[config.mk]
export PLATFORM = sky130hd
export DESIGN_NAME = bibliographic_record_splitter
export DESIGN_NICKNAME = d
export VERILOG_FILES = /design/src/hw/rtl/brs_pkg.sv /design/src/hw/rtl/brs_framer.sv /design/src/hw/rtl/brs_out_queue.sv /design/src/hw/rtl/bibliographic_record_splitter.sv
export SDC_FILE = /design/constraint.sdc
export NUM_CORES = 2
export LEC_CHECK = 0
export ABC_CLOCK_PERIOD_IN_PS = 12500
export BUFFER_PORTS_ARGS = -buffer_cell sky130_fd_sc_hd__buf_2
export CAP_MARGIN = 20
export CORE_UTILIZATION = 55
export CTS_CLUSTER_SIZE = 10
export DETAILED_ROUTE_END_ITERATION = 8
export PLACE_DENSITY = 0.71
export SETUP_SLACK_MARGIN = 0.2
export SLEW_MARGIN = 20
export SYNTH_ARGS = -nofsm -noshare
export SYNTH_HDL_FRONTEND = slang
export SYNTH_SLANG_ARGS = --single-unit
[constraint.sdc]
create_clock -name i_clk -period 12.5 [get_ports i_clk]
set_input_delay 2.5 -clock i_clk [delete_from_list [all_inputs] [get_ports i_clk]]
set_output_delay 2.5 -clock i_clk [all_outputs]
set_load 0.01 [all_outputs]
[src/hw/rtl/brs_pkg.sv]
package brs_pkg;

    // Result event codes.
    localparam logic [1:0] EV_RECORD = 2'd1;
    localparam logic [1:0] EV_ERROR  = 2'd2;
    localparam logic [1:0] EV_END    = 2'd3;

    // Record format codes held in the configuration register.
    localparam logic [1:0] FMT_LENGTH = 2'd0;
    localparam logic [1:0] FMT_ATSIGN = 2'd1;
    localparam logic [1:0] FMT_KEYED  = 2'd2;

    // Characters the framer looks for.
    localparam logic [7:0] CH_AT    = 8'h40;
    localparam logic [7:0] CH_LF    = 8'h0A;
    localparam logic [7:0] CH_CR    = 8'h0D;
    localparam logic [7:0] CH_SPACE = 8'h20;
    localparam logic [7:0] CH_ZERO  = 8'h30;
    localparam logic [7:0] CH_NINE  = 8'h39;

    // Result queue geometry.
    localparam int QDEPTH = 4;
    localparam int QPW    = $clog2(QDEPTH);
    localparam int QCW    = $clog2(QDEPTH + 1);

    // One result item.
    typedef struct packed {
        logic [1:0]  ev;
        logic [31:0] off;
        logic [31:0] len;
        logic [29:0] key;
        logic        last;
    } t_result;

    // Results produced by one transfer into the framer, in delivery order.
    typedef struct packed {
        logic [1:0] cnt;
        t_result    r0;
        t_result    r1;
    } t_push;

    function automatic logic is_digit(input logic [7:0] b);
        return (b >= CH_ZERO) && (b <= CH_NINE);
    endfunction

    // ASCII digits sit at 0x30..0x39, so the low nibble is the value.
    function automatic logic [3:0] digit_val(input logic [7:0] b);
        return b[3:0];
    endfunction

    function automatic logic [29:0] pow10(input int n);
        logic [29:0] p;
        p = 30'd1;
        for (int i = 0; i < n; i++) begin
            p = 30'(p * 30'd10);
        end
        return p;
    endfunction

    // Difference of two positions, clamped at zero.
    function automatic logic [31:0] span(input logic [31:0] from, input logic [31:0] to);
        return (to >= from) ? (to - from) : 32'd0;
    endfunction

    function automatic t_result mk_result(input logic [1:0] ev, input logic [31:0] off,
                                          input logic [31:0] len, input logic [29:0] key);
        t_result r;
        r.ev   = ev;
        r.off  = off;
        r.len  = len;
        r.key  = key;
        r.last = 1'b0;
        return r;
    endfunction

endpackage

[src/hw/rtl/brs_framer.sv]
module brs_framer #(
    parameter int KEY_DIGITS    = 9,
    parameter int LENGTH_DIGITS = 5
) (
    input  logic           i_clk,
    input  logic           i_rst_n,
    input  logic           i_cfg_wr_en,
    input  logic [1:0]     i_cfg_wr_data,
    input  logic           i_fire,
    input  logic [7:0]     i_data_byte,
    input  logic           i_end_of_file,
    output brs_pkg::t_push o_push,
    output logic           o_stopped
);
    import brs_pkg::*;

    localparam int LW   = $clog2(10 ** LENGTH_DIGITS);
    localparam int MAXD = (KEY_DIGITS > LENGTH_DIGITS) ? KEY_DIGITS : LENGTH_DIGITS;
    localparam int HCW  = $clog2(MAXD + 1);
    localparam int HD   = KEY_DIGITS + 1;

    localparam logic PH_HEADER = 1'b0;
    localparam logic PH_BODY   = 1'b1;

    logic [1:0]     r_fmt;
    logic           r_phase, n_phase;
    logic [31:0]    r_pos, n_pos;
    logic [31:0]    r_begin, n_begin;
    logic [HCW-1:0] r_hc, n_hc;
    logic [LW-1:0]  r_lr, n_lr;
    logic [7:0]     r_hist [HD];
    logic [7:0]     n_hist [HD];
    logic [29:0]    r_cur_key, n_cur_key;
    logic [29:0]    r_cand_key, n_cand_key;
    logic           r_stopped, n_stopped;

    logic [31:0]    pos_nxt;
    logic [31:0]    span_pos;
    logic [31:0]    key_start;
    logic [HCW-1:0] hc_inc;
    logic [LW-1:0]  lr_base;
    logic [LW+2:0]  lr_wide;
    logic [LW-1:0]  lr_acc;
    logic [29:0]    cand_base;
    logic [32:0]    cand_wide;
    logic [29:0]    cand_acc;
    logic [3:0]     dig;
    logic [29:0]    line_key;
    logic           line_key_ok;
    logic           line_mark;
    logic           err;
    logic           p1_v, p2_v;
    t_result        p1, p2, pe;

    // Position arithmetic shared by all formats; the position saturates.
    assign pos_nxt   = (r_pos == 32'hFFFF_FFFF) ? r_pos : r_pos + 32'd1;
    assign span_pos  = span(r_begin, r_pos);
    assign key_start = (span_pos > 32'(KEY_DIGITS)) ? r_pos - 32'(KEY_DIGITS) : r_begin;
    assign hc_inc    = r_hc + 1'b1;
    assign dig       = digit_val(i_data_byte);

    // Decimal accumulators, times ten as two shifts and an add.
    assign lr_base   = (r_hc == '0) ? '0 : r_lr;
    assign lr_wide   = {lr_base, 3'b000} + {2'b00, lr_base, 1'b0} + {{(LW - 1){1'b0}}, dig};
    assign lr_acc    = lr_wide[LW-1:0];
    assign cand_base = (r_hc == '0) ? 30'd0 : r_cand_key;
    assign cand_wide = {cand_base, 3'b000} + {2'b00, cand_base, 1'b0} + {29'd0, dig};
    assign cand_acc  = cand_wide[29:0];

    // Key of a line held in the history, as a weighted sum of its digits.
    always_comb begin
        line_key    = 30'd0;
        line_key_ok = 1'b1;
        for (int k = 0; k < KEY_DIGITS; k++) begin
            line_key    = line_key + 30'(30'(digit_val(r_hist[k])) * pow10(k));
            line_key_ok = line_key_ok & is_digit(r_hist[k]);
        end
    end

    assign line_mark = (i_data_byte == CH_SPACE) && (r_hist[KEY_DIGITS] == CH_LF);

    // Next state and the results of one transfer.
    always_comb begin
        n_phase    = r_phase;
        n_pos      = r_pos;
        n_begin    = r_begin;
        n_hc       = r_hc;
        n_lr       = r_lr;
        n_hist     = r_hist;
        n_cur_key  = r_cur_key;
        n_cand_key = r_cand_key;
        n_stopped  = r_stopped;
        err        = 1'b0;
        p1_v       = 1'b0;
        p2_v       = 1'b0;
        p1         = mk_result(EV_RECORD, r_begin, 32'd0, 30'd0);
        p2         = mk_result(EV_END, r_pos, 32'd0, 30'd0);
        pe         = mk_result(EV_ERROR, r_pos, 32'd0, 30'd0);

        if (i_fire && !r_stopped) begin
            priority if (r_fmt > FMT_KEYED) begin
                err = 1'b1;
            end else if (i_end_of_file) begin
                // End of stream: close an open text body and report the end; mid-header or in a length body, an error.
                n_stopped = 1'b1;
                priority if (r_phase == PH_HEADER) begin
                    if (r_hc == '0) begin
                        p2_v = 1'b1;
                    end else begin
                        err = 1'b1;
                    end
                end else if (r_fmt == FMT_LENGTH) begin
                    err = 1'b1;
                end else begin
                    p1_v = (span_pos != 32'd0) || (r_fmt == FMT_KEYED);
                    p1   = mk_result(EV_RECORD, r_begin, span_pos,
                                     (r_fmt == FMT_KEYED) ? r_cur_key : 30'd0);
                    p2_v = 1'b1;
                end
            end else begin
                unique case (r_fmt)
                    FMT_LENGTH: begin
                        if (r_phase == PH_HEADER) begin
                            // Length field, one digit per byte.
                            if (r_hc == '0) begin
                                n_begin = r_pos;
                            end
                            if (!is_digit(i_data_byte)) begin
                                err = 1'b1;
                            end else begin
                                n_lr = lr_acc;
                                n_hc = hc_inc;
                                if (hc_inc >= HCW'(LENGTH_DIGITS)) begin
                                    if (lr_acc <= LW'(LENGTH_DIGITS)) begin
                                        err = 1'b1;
                                    end else begin
                                        n_lr    = lr_acc - LW'(LENGTH_DIGITS);
                                        n_hc    = '0;
                                        n_phase = PH_BODY;
                                    end
                                end
                            end
                        end else begin
                            // Body countdown; the record closes on its last byte.
                            n_lr = (r_lr != '0) ? r_lr - 1'b1 : r_lr;
                            if (r_lr <= LW'(1)) begin
                                p1_v    = 1'b1;
                                p1      = mk_result(EV_RECORD, r_begin,
                                                    span(r_begin, pos_nxt), 30'd0);
                                n_phase = PH_HEADER;
                                n_hc    = '0;
                            end
                        end
                    end
                    FMT_ATSIGN: begin
                        if (r_phase == PH_HEADER) begin
                            // Header is an at-sign, an optional CR, then LF.
                            priority if (r_hc == '0) begin
                                if (i_data_byte == CH_AT) begin
                                    n_hc = HCW'(1);
                                end else begin
                                    err = 1'b1;
                                end
                            end else if ((r_hc == HCW'(1)) && (i_data_byte == CH_CR)) begin
                                n_hc = HCW'(2);
                            end else if (i_data_byte == CH_LF) begin
                                n_hc    = '0;
                                n_phase = PH_BODY;
                                n_begin = pos_nxt;
                            end else begin
                                err = 1'b1;
                            end
                        end else if ((i_data_byte == CH_AT) && (r_hist[0] == CH_LF)) begin
                            // An at-sign at a line start opens the next header; after an empty body it ends the scan.
                            p1_v = 1'b1;
                            if (span_pos == 32'd0) begin
                                p1        = mk_result(EV_END, r_pos, 32'd0, 30'd0);
                                n_stopped = 1'b1;
                            end else begin
                                p1      = mk_result(EV_RECORD, r_begin, span_pos, 30'd0);
                                n_phase = PH_HEADER;
                                n_hc    = HCW'(1);
                            end
                        end
                    end
                    default: begin
                        if (r_phase == PH_HEADER) begin
                            // Key digits, then one space.
                            if (r_hc == '0) begin
                                n_begin    = r_pos;
                                n_cand_key = 30'd0;
                            end
                            priority if (r_hc < HCW'(KEY_DIGITS)) begin
                                if (!is_digit(i_data_byte)) begin
                                    err = 1'b1;
                                end else begin
                                    n_cand_key = cand_acc;
                                    n_hc       = hc_inc;
                                end
                            end else if (i_data_byte == CH_SPACE) begin
                                n_cur_key = r_cand_key;
                                n_hc      = '0;
                                n_phase   = PH_BODY;
                            end else begin
                                err = 1'b1;
                            end
                        end else if (line_mark) begin
                            // A line key that differs from the current one splits here; a non-digit key is an error.
                            if (!line_key_ok) begin
                                err = 1'b1;
                            end else if (line_key != r_cur_key) begin
                                p1_v      = 1'b1;
                                p1        = mk_result(EV_RECORD, r_begin,
                                                      span(r_begin, key_start), r_cur_key);
                                n_begin   = key_start;
                                n_cur_key = line_key;
                            end
                        end
                    end
                endcase
            end

            if (err) begin
                n_stopped = 1'b1;
            end

            // History and position advance only on a real byte.
            if (!i_end_of_file) begin
                for (int k = HD - 1; k > 0; k--) begin
                    n_hist[k] = r_hist[k-1];
                end
                n_hist[0] = i_data_byte;
                n_pos     = pos_nxt;
            end
        end
    end

    // Order the results; an error never shares a transfer with another result.
    always_comb begin
        o_push.r0 = p1_v ? p1 : (p2_v ? p2 : pe);
        o_push.r1 = p2;
        o_push.r0.last = !(p1_v && p2_v);
        o_push.r1.last = 1'b1;
        priority if (i_cfg_wr_en) begin
            o_push.cnt = 2'd0;
        end else if (p1_v && p2_v) begin
            o_push.cnt = 2'd2;
        end else if (p1_v || p2_v || err) begin
            o_push.cnt = 2'd1;
        end else begin
            o_push.cnt = 2'd0;
        end
    end

    assign o_stopped = r_stopped;

    // A register write restarts the scan just as reset does.
    always_ff @(posedge i_clk) begin
        if (!i_rst_n || i_cfg_wr_en) begin
            r_fmt      <= i_rst_n ? i_cfg_wr_data : FMT_LENGTH;
            r_phase    <= PH_HEADER;
            r_pos      <= 32'd0;
            r_begin    <= 32'd0;
            r_hc       <= '0;
            r_lr       <= '0;
            r_cur_key  <= 30'd0;
            r_cand_key <= 30'd0;
            r_stopped  <= 1'b0;
            for (int k = 0; k < HD; k++) begin
                r_hist[k] <= 8'd0;
            end
        end else begin
            r_phase    <= n_phase;
            r_pos      <= n_pos;
            r_begin    <= n_begin;
            r_hc       <= n_hc;
            r_lr       <= n_lr;
            r_hist     <= n_hist;
            r_cur_key  <= n_cur_key;
            r_cand_key <= n_cand_key;
            r_stopped  <= n_stopped;
        end
    end

endmodule

[src/hw/rtl/brs_out_queue.sv]
module brs_out_queue (
    input  logic                  i_clk,
    input  logic                  i_rst_n,
    input  brs_pkg::t_push        i_push,
    input  logic                  i_ready,
    output logic                  o_valid,
    output brs_pkg::t_result      o_head,
    output logic [brs_pkg::QCW-1:0] o_count
);
    import brs_pkg::*;

    t_result          r_mem [QDEPTH];
    logic [QPW-1:0]   r_wr_ptr, n_wr_ptr;
    logic [QPW-1:0]   r_rd_ptr, n_rd_ptr;
    logic [QCW-1:0]   r_count, n_count;
    logic [QPW-1:0]   wr_ptr_2nd;
    logic             pop;

    assign o_valid    = (r_count != '0);
    assign o_head     = r_mem[r_rd_ptr];
    assign o_count    = r_count;
    assign pop        = o_valid && i_ready;
    assign wr_ptr_2nd = r_wr_ptr + 1'b1;

    // Pointer and fill bookkeeping: up to two pushes and one pop per cycle.
    always_comb begin
        n_wr_ptr = r_wr_ptr + QPW'(i_push.cnt);
        n_rd_ptr = pop ? r_rd_ptr + 1'b1 : r_rd_ptr;
        n_count  = r_count + QCW'(i_push.cnt) - QCW'(pop);
    end

    // Entry storage.
    always_ff @(posedge i_clk) begin
        if (i_push.cnt != 2'd0) begin
            r_mem[r_wr_ptr] <= i_push.r0;
        end
        if (i_push.cnt == 2'd2) begin
            r_mem[wr_ptr_2nd] <= i_push.r1;
        end
    end

    always_ff @(posedge i_clk) begin
        if (!i_rst_n) begin
            r_wr_ptr <= '0;
            r_rd_ptr <= '0;
            r_count  <= '0;
        end else begin
            r_wr_ptr <= n_wr_ptr;
            r_rd_ptr <= n_rd_ptr;
            r_count  <= n_count;
        end
    end

endmodule

[src/hw/rtl/bibliographic_record_splitter.sv]
// Record framer for bibliographic byte streams. One file byte (or the end-of-file
// mark) is taken per transfer and the block reports each record it finds as a
// result of offset, length and key, in the length-prefixed, at-sign delimited or
// keyed-line format chosen by the format register; writing that register restarts
// the scan. The whole framing decision for a transfer is made in one pass of logic
// from the scan registers, and its zero, one or two results go into a four-entry
// result queue that delivers one result per cycle when taken. The input is ready
// whenever the queue has room for two results, so the block keeps one byte per
// cycle as long as results are taken at that rate. An error or the clean end of
// the stream stops the scan until the register is written or the block is reset.
module bibliographic_record_splitter #(
    parameter int KEY_DIGITS    = 9,
    parameter int LENGTH_DIGITS = 5
) (
    input  logic        i_clk,
    input  logic        i_rst_n,
    input  logic        i_cfg_wr_en,
    input  logic [1:0]  i_cfg_wr_data,
    input  logic        i_valid,
    output logic        o_ready,
    input  logic [7:0]  i_data_byte,
    input  logic        i_end_of_file,
    output logic        o_valid,
    input  logic        i_ready,
    output logic [1:0]  o_event_res,
    output logic [31:0] o_record_offset,
    output logic [31:0] o_record_length,
    output logic [29:0] o_record_key,
    output logic        o_last_result
);
    import brs_pkg::*;

    t_push          push;
    t_result        head;
    logic [QCW-1:0] q_count;
    logic           stopped;
    logic           fire;

    // An input transfer needs room for the largest burst of results.
    assign o_ready = (q_count <= QCW'(QDEPTH - 2));
    assign fire    = i_valid && o_ready;

    brs_framer #(
        .KEY_DIGITS    (KEY_DIGITS),
        .LENGTH_DIGITS (LENGTH_DIGITS)
    ) u_framer (
        .i_clk         (i_clk),
        .i_rst_n       (i_rst_n),
        .i_cfg_wr_en   (i_cfg_wr_en),
        .i_cfg_wr_data (i_cfg_wr_data),
        .i_fire        (fire),
        .i_data_byte   (i_data_byte),
        .i_end_of_file (i_end_of_file),
        .o_push        (push),
        .o_stopped     (stopped)
    );

    brs_out_queue u_out_queue (
        .i_clk   (i_clk),
        .i_rst_n (i_rst_n),
        .i_push  (push),
        .i_ready (i_ready),
        .o_valid (o_valid),
        .o_head  (head),
        .o_count (q_count)
    );

    assign o_event_res     = head.ev;
    assign o_record_offset = head.off;
    assign o_record_length = head.len;
    assign o_record_key    = head.key;
    assign o_last_result   = head.last;

    // A stopped scan produces nothing.
    a_stopped_silent: assert property (@(posedge i_clk) disable iff (!i_rst_n)
        (fire && stopped && !i_cfg_wr_en) |-> (push.cnt == 2'd0))
        else $error("stopped framer produced a result");

    // An error result always stops the scan.
    a_error_stops: assert property (@(posedge i_clk) disable iff (!i_rst_n)
        (push.cnt != 2'd0 && push.r0.ev == EV_ERROR && !i_cfg_wr_en) |=> stopped)
        else $error("error result without stop");

    // The queue never overfills.
    a_queue_bound: assert property (@(posedge i_clk) disable iff (!i_rst_n)
        q_count <= QCW'(QDEPTH))
        else $error("result queue overflow");

    // A result that is not the last of its transfer has its partner queued behind it.
    a_pair_kept: assert property (@(posedge i_clk) disable iff (!i_rst_n)
        (o_valid && !o_last_result) |-> (q_count >= QCW'(2)))
        else $error("first of a result pair delivered alone");

endmodule

==> results <==
- After clock tree synthesis, the clock-pin slew on the worst setup and hold paths is 0.05 ns.
- For this design the ratio of total power to cell area is 123 nW/um2.
- The number of gates resized after CTS was 0.
- The post-detailed-routing wire length is 151000 um.
- Once the floorplan was initialized, standard cells occupied 55.9% of the core.
- The number of enable flip-flop cells after synthesis is 130.
- The worst setup path is captured at a register.
- The number of warnings reported in the yosys synthesis log is 0.
- The final hold violation count is 0.
- The die covers 88500 um2.
- The final routed DRC violation total is 0.
- The maximum clock skew at final layout is roughly 0.053 ns.
- The mean area per synthesized cell is around 9 um2.
- The count of buffer and inverter cells on the critical path is 6.
- Among all flip-flop cells after synthesis, the most frequent one is sky130_fd_sc_hd__dfxtp_1.
- The max-capacitance violation count is 0.
- The number of post-CTS setup repair buffers is 0.
- Across all register-to-register paths, the minimum setup slack is 1.92 ns.
- The number of input and output port buffers inserted is 114.
- The cell type with the highest aggregate area in the netlist is sky130_fd_sc_hd__dfxtp_1.
- The number of cells on the worst reg-to-reg path is 33.
- The final worst-path cycle share is a little over four fifths.
- The cell area that synthesis handed to floorplanning was around 48000 um2.
- The final number of setup-violating endpoints is 0.
- Setup repair after global routing left no endpoint under its margin.
- Fill cells in the final layout number 7493.
- The launching point of the worst reg2reg path is u_framer.r_hist[18].
- The die is roughly 300 um tall.
- The pre-antenna-repair detailed-routing pass consisted of 8 iterations.
- The number of placed instances, taps included, is 6370.
- Counting along the longest clock path gives a buffer depth of 3.
- The number of clock buffers added by TritonCTS is 78.
- Buffers inserted to repair hold after CTS numbered 0.
- The flow ran to the end, and the final reports show no timing, DRC or antenna violations.
- In the final timing run, aggregate negative setup slack is 0 ns.
- The number of antenna violations at the first check in global routing is 5.
- In this run the core area contains 107 standard-cell rows.
- The largest vdd supply drop is 0.107 mV.
- The area of the core is 85800 um2.
- STA classifies the critical path startpoint as a register.
- For this design the static power due to leakage is roughly 21 nW.
- The final layout contains slightly below 6000 nets.
- The cell count along the critical path is 33.
- The worst-skew pair later-pin latency is between 0.6 and 0.7 ns.
- The area added between synthesis and finish is 7.96%.
- After synthesis, the cell types taking the most area are sky130_fd_sc_hd__dfxtp_1 (21%), sky130_fd_sc_hd__ha_1 (11%), sky130_fd_sc_hd__edfxtp_1 (8.1%).
- The clock root buffer is sky130_fd_sc_hd__clkbuf_16.
- The worst hold path begins at u_framer.r_hist[3].
- The tree built by TritonCTS fans out to 626 sinks.
- The hold-critical path depth is 2.
- Data on the critical path arrives at its endpoint at 10.95 ns.
- For the finished layout, the period the worst path requires is 10.58 ns.
- Of all nets on the critical path, the largest fanout is 32.
- The critical path's top delay family is adder cells.
- In this run, synthesis produced a sequential element count of 626.
- For the pin with the worst max-slew slack, the measured transition is 1.21 ns.
- Static timing analysis puts the maximum clock frequency at 94.5 MHz.
- The fraction of registers with async set or reset after synthesis is 0%.
- The count of cells in the finished layout, fillers not included, comes to 6501.
- The share of the Yosys chip area taken by registers is around 29%.
- The overall power after layout is 6.40 mW.
- The clock tree from TritonCTS is done.
- At the end of routability-driven placement, the weighted congestion stood at 1.01.
- The first global-routing pass estimated 233000 um of wire.
- For the worst setup path, the data required time is about 13 ns.
- The total global routing track utilization is 33.3%.
- The worst pin sits at a relative slew slack of 19.0%.
- Cells with a size suffix above 1 make up 10.2% of the layout.
- The count of antenna-violating nets left after detailed routing is 0.
- The launch point of the worst path is u_framer.r_hist[18].
- The die span in x is between 200 and 300 um.
- The category of the most critical setup path is register to register.
- In the final routed layout, each cell accounts on average for 23.2 um.
- The post-synthesis cell count is around 5400.
- After global routing the overflow that remains totals 0.
- In the routed layout, each cell is associated on average with a via count of around 6.4.
- The total number of vias is 41800.
- The path class of the lowest-slack min-delay path is register to register.
- The largest single stage delay on the critical path is 0.84 ns.
- The number of global-route vias before repair is 40000.
- The clock tree synthesis step divided the H-tree into 3 levels.
- The count of final max-slew check failures is 0.
- When the netlist entered floorplanning its net count stood at 5918.
- The number of different library cells in the post-synthesis netlist is 108.
- The largest net degree at the start of global routing is about 130.
- After the first detailed-routing iteration, the DRC count stood at 4086.
- The detailed placement HPWL is 111000 um.
- The top-area cell type share of the netlist area is around 21%.
- The cell with the largest stage delay on the worst path is sky130_fd_sc_hd__o21bai_1.
- The I/O pin count is 115.
## cells in the final DEF (no fill, tap or decap), types with 43 or more instances in the layout
master                        n
sky130_fd_sc_hd__xnor2_1    180
sky130_fd_sc_hd__a21oi_1    370
sky130_fd_sc_hd__nor2_1     316
sky130_fd_sc_hd__clkbuf_16   79
sky130_fd_sc_hd__mux2i_1    132
sky130_fd_sc_hd__a22o_1     163
sky130_fd_sc_hd__o211ai_1    93
sky130_fd_sc_hd__o21ai_1     64
sky130_fd_sc_hd__buf_4       90
sky130_fd_sc_hd__and2_1      68
sky130_fd_sc_hd__a21o_1      94
sky130_fd_sc_hd__mux4_2      97
sky130_fd_sc_hd__o21ai_0    209
sky130_fd_sc_hd__o2bb2ai_1   57
sky130_fd_sc_hd__xor2_1     126
sky130_fd_sc_hd__a211oi_1    54
sky130_fd_sc_hd__ha_1       424
sky130_fd_sc_hd__fa_1       101
sky130_fd_sc_hd__nor3_1      67
sky130_fd_sc_hd__edfxtp_1   130
sky130_fd_sc_hd__inv_1      265
sky130_fd_sc_hd__nand3_1     92
sky130_fd_sc_hd__nor4_1      43
sky130_fd_sc_hd__nand2_1    628
sky130_fd_sc_hd__dfxtp_1    493
sky130_fd_sc_hd__buf_2      114
## sequential cells by signal, summed over array words and instances (netlist names), named ones only
| register | count |
|---|---|
| u_out_queue.r_mem | 388 |
| u_framer.r_hist | 80 |
| u_framer.r_begin | 32 |
| u_framer.r_pos | 32 |
| u_framer.r_cand_key | 30 |
| u_framer.r_cur_key | 30 |
| u_framer.r_lr | 17 |
| u_framer.r_hc | 4 |
| u_out_queue.o_count | 3 |
| u_framer.r_fmt | 2 |
| u_out_queue.r_rd_ptr | 2 |
| u_out_queue.r_wr_ptr | 2 |
| u_framer.o_stopped | 1 |
| u_framer.r_phase | 1 |
## through the flow
step	instance area, um2	utilization [%]	worst slack (ns)	hold slack, ns
2_1_floorplan	48000	-	3.35	0.421
3_3_place_gp	49400	57.5	2.12	0.432
3_5_place_dp	49400	57.5	1.94	0.440
4_1_cts	51800	60.4	1.95	0.450
5_1_grt	51800	60.4	1.29	0.459
6_report	51800	60.4	1.92	0.449
## synthesized netlist by cell type, types with 101 or more instances
library cell	number
sky130_fd_sc_hd__a22o_1	163
sky130_fd_sc_hd__fa_1	101
sky130_fd_sc_hd__mux2i_1	132
sky130_fd_sc_hd__nor2_1	319
sky130_fd_sc_hd__nand2_1	630
sky130_fd_sc_hd__xor2_1	126
sky130_fd_sc_hd__xnor2_1	180
sky130_fd_sc_hd__dfxtp_1	496
sky130_fd_sc_hd__o21ai_0	210
sky130_fd_sc_hd__ha_1	424
sky130_fd_sc_hd__clkbuf_1	264
sky130_fd_sc_hd__inv_1	265
sky130_fd_sc_hd__a21oi_1	372
sky130_fd_sc_hd__edfxtp_1	130
## path summary, 6_finish.rpt
| path | to |
|---|---|
| max | u_out_queue.r_mem[1][81] |
| min | u_framer.r_hist[3] |
| max reg2reg | u_out_queue.r_mem[1][81] |
| min reg2reg | u_framer.r_hist[3] |
## area by class of cell
class | count | area (um2) | area share, %
multi-input combinational | 4127 | 31800 | 61.4
clock inverter | 17 | 297 | 0.572
sequential | 626 | 13800 | 26.7
timing repair buffer | 204 | 1250 | 2.40
clock buffer | 110 | 2140 | 4.14
inverter | 269 | 1010 | 1.96
antenna | 4 | 10.0 | 0.0193
tap | 1144 | 1430 | 2.76
## worst register-to-register path: cells and delay by family, from the launching register on
kind / cells / cell delay (ns)
flip-flops: 1 / 0.57
buffers and inverters: 6 / 1.83
AND/OR/NAND/NOR: 7 / 1.07
AO/OA/AOI/OAI: 10 / 2.79
XOR/XNOR: 2 / 0.52
adder cells (fa/ha/maj): 8 / 3.50
## per-layer routing
metal / part of all wire, % / routed length [um] / vias up / track usage [%]
li1: - / - / 19500 / -
met1: 41 / 62400 / 20300 / 43.3
met2: 46 / 69300 / 1741 / 54.3
met3: 6.8 / 10300 / 359 / 4.16
met4: 5.7 / 8540 / 0 / 17.2
met5: 0 / 0 / - / 0
## report_power, final
part	switching, mW	leakage [nW]	internal (mW)
Clock	0.934	1.16	1.25
Sequential	0.0777	5.11	2.10
Combinational	1.28	14.8	0.751
Total	2.30	21.0	4.10
## cell families after synthesis
family | after synthesis | synth area share (%)
AOI/OAI and AO/OA | 1517 | 21.9
and+or+nand+nor | 1509 | 14.7
DFF | 626 | 28.8
buffers and inverters | 624 | 5.19
adders and majority gates | 525 | 15.3
xor gates and xnor gates | 317 | 6.11
muxes | 259 | 8.01
(Power assumes the default switching activity.)
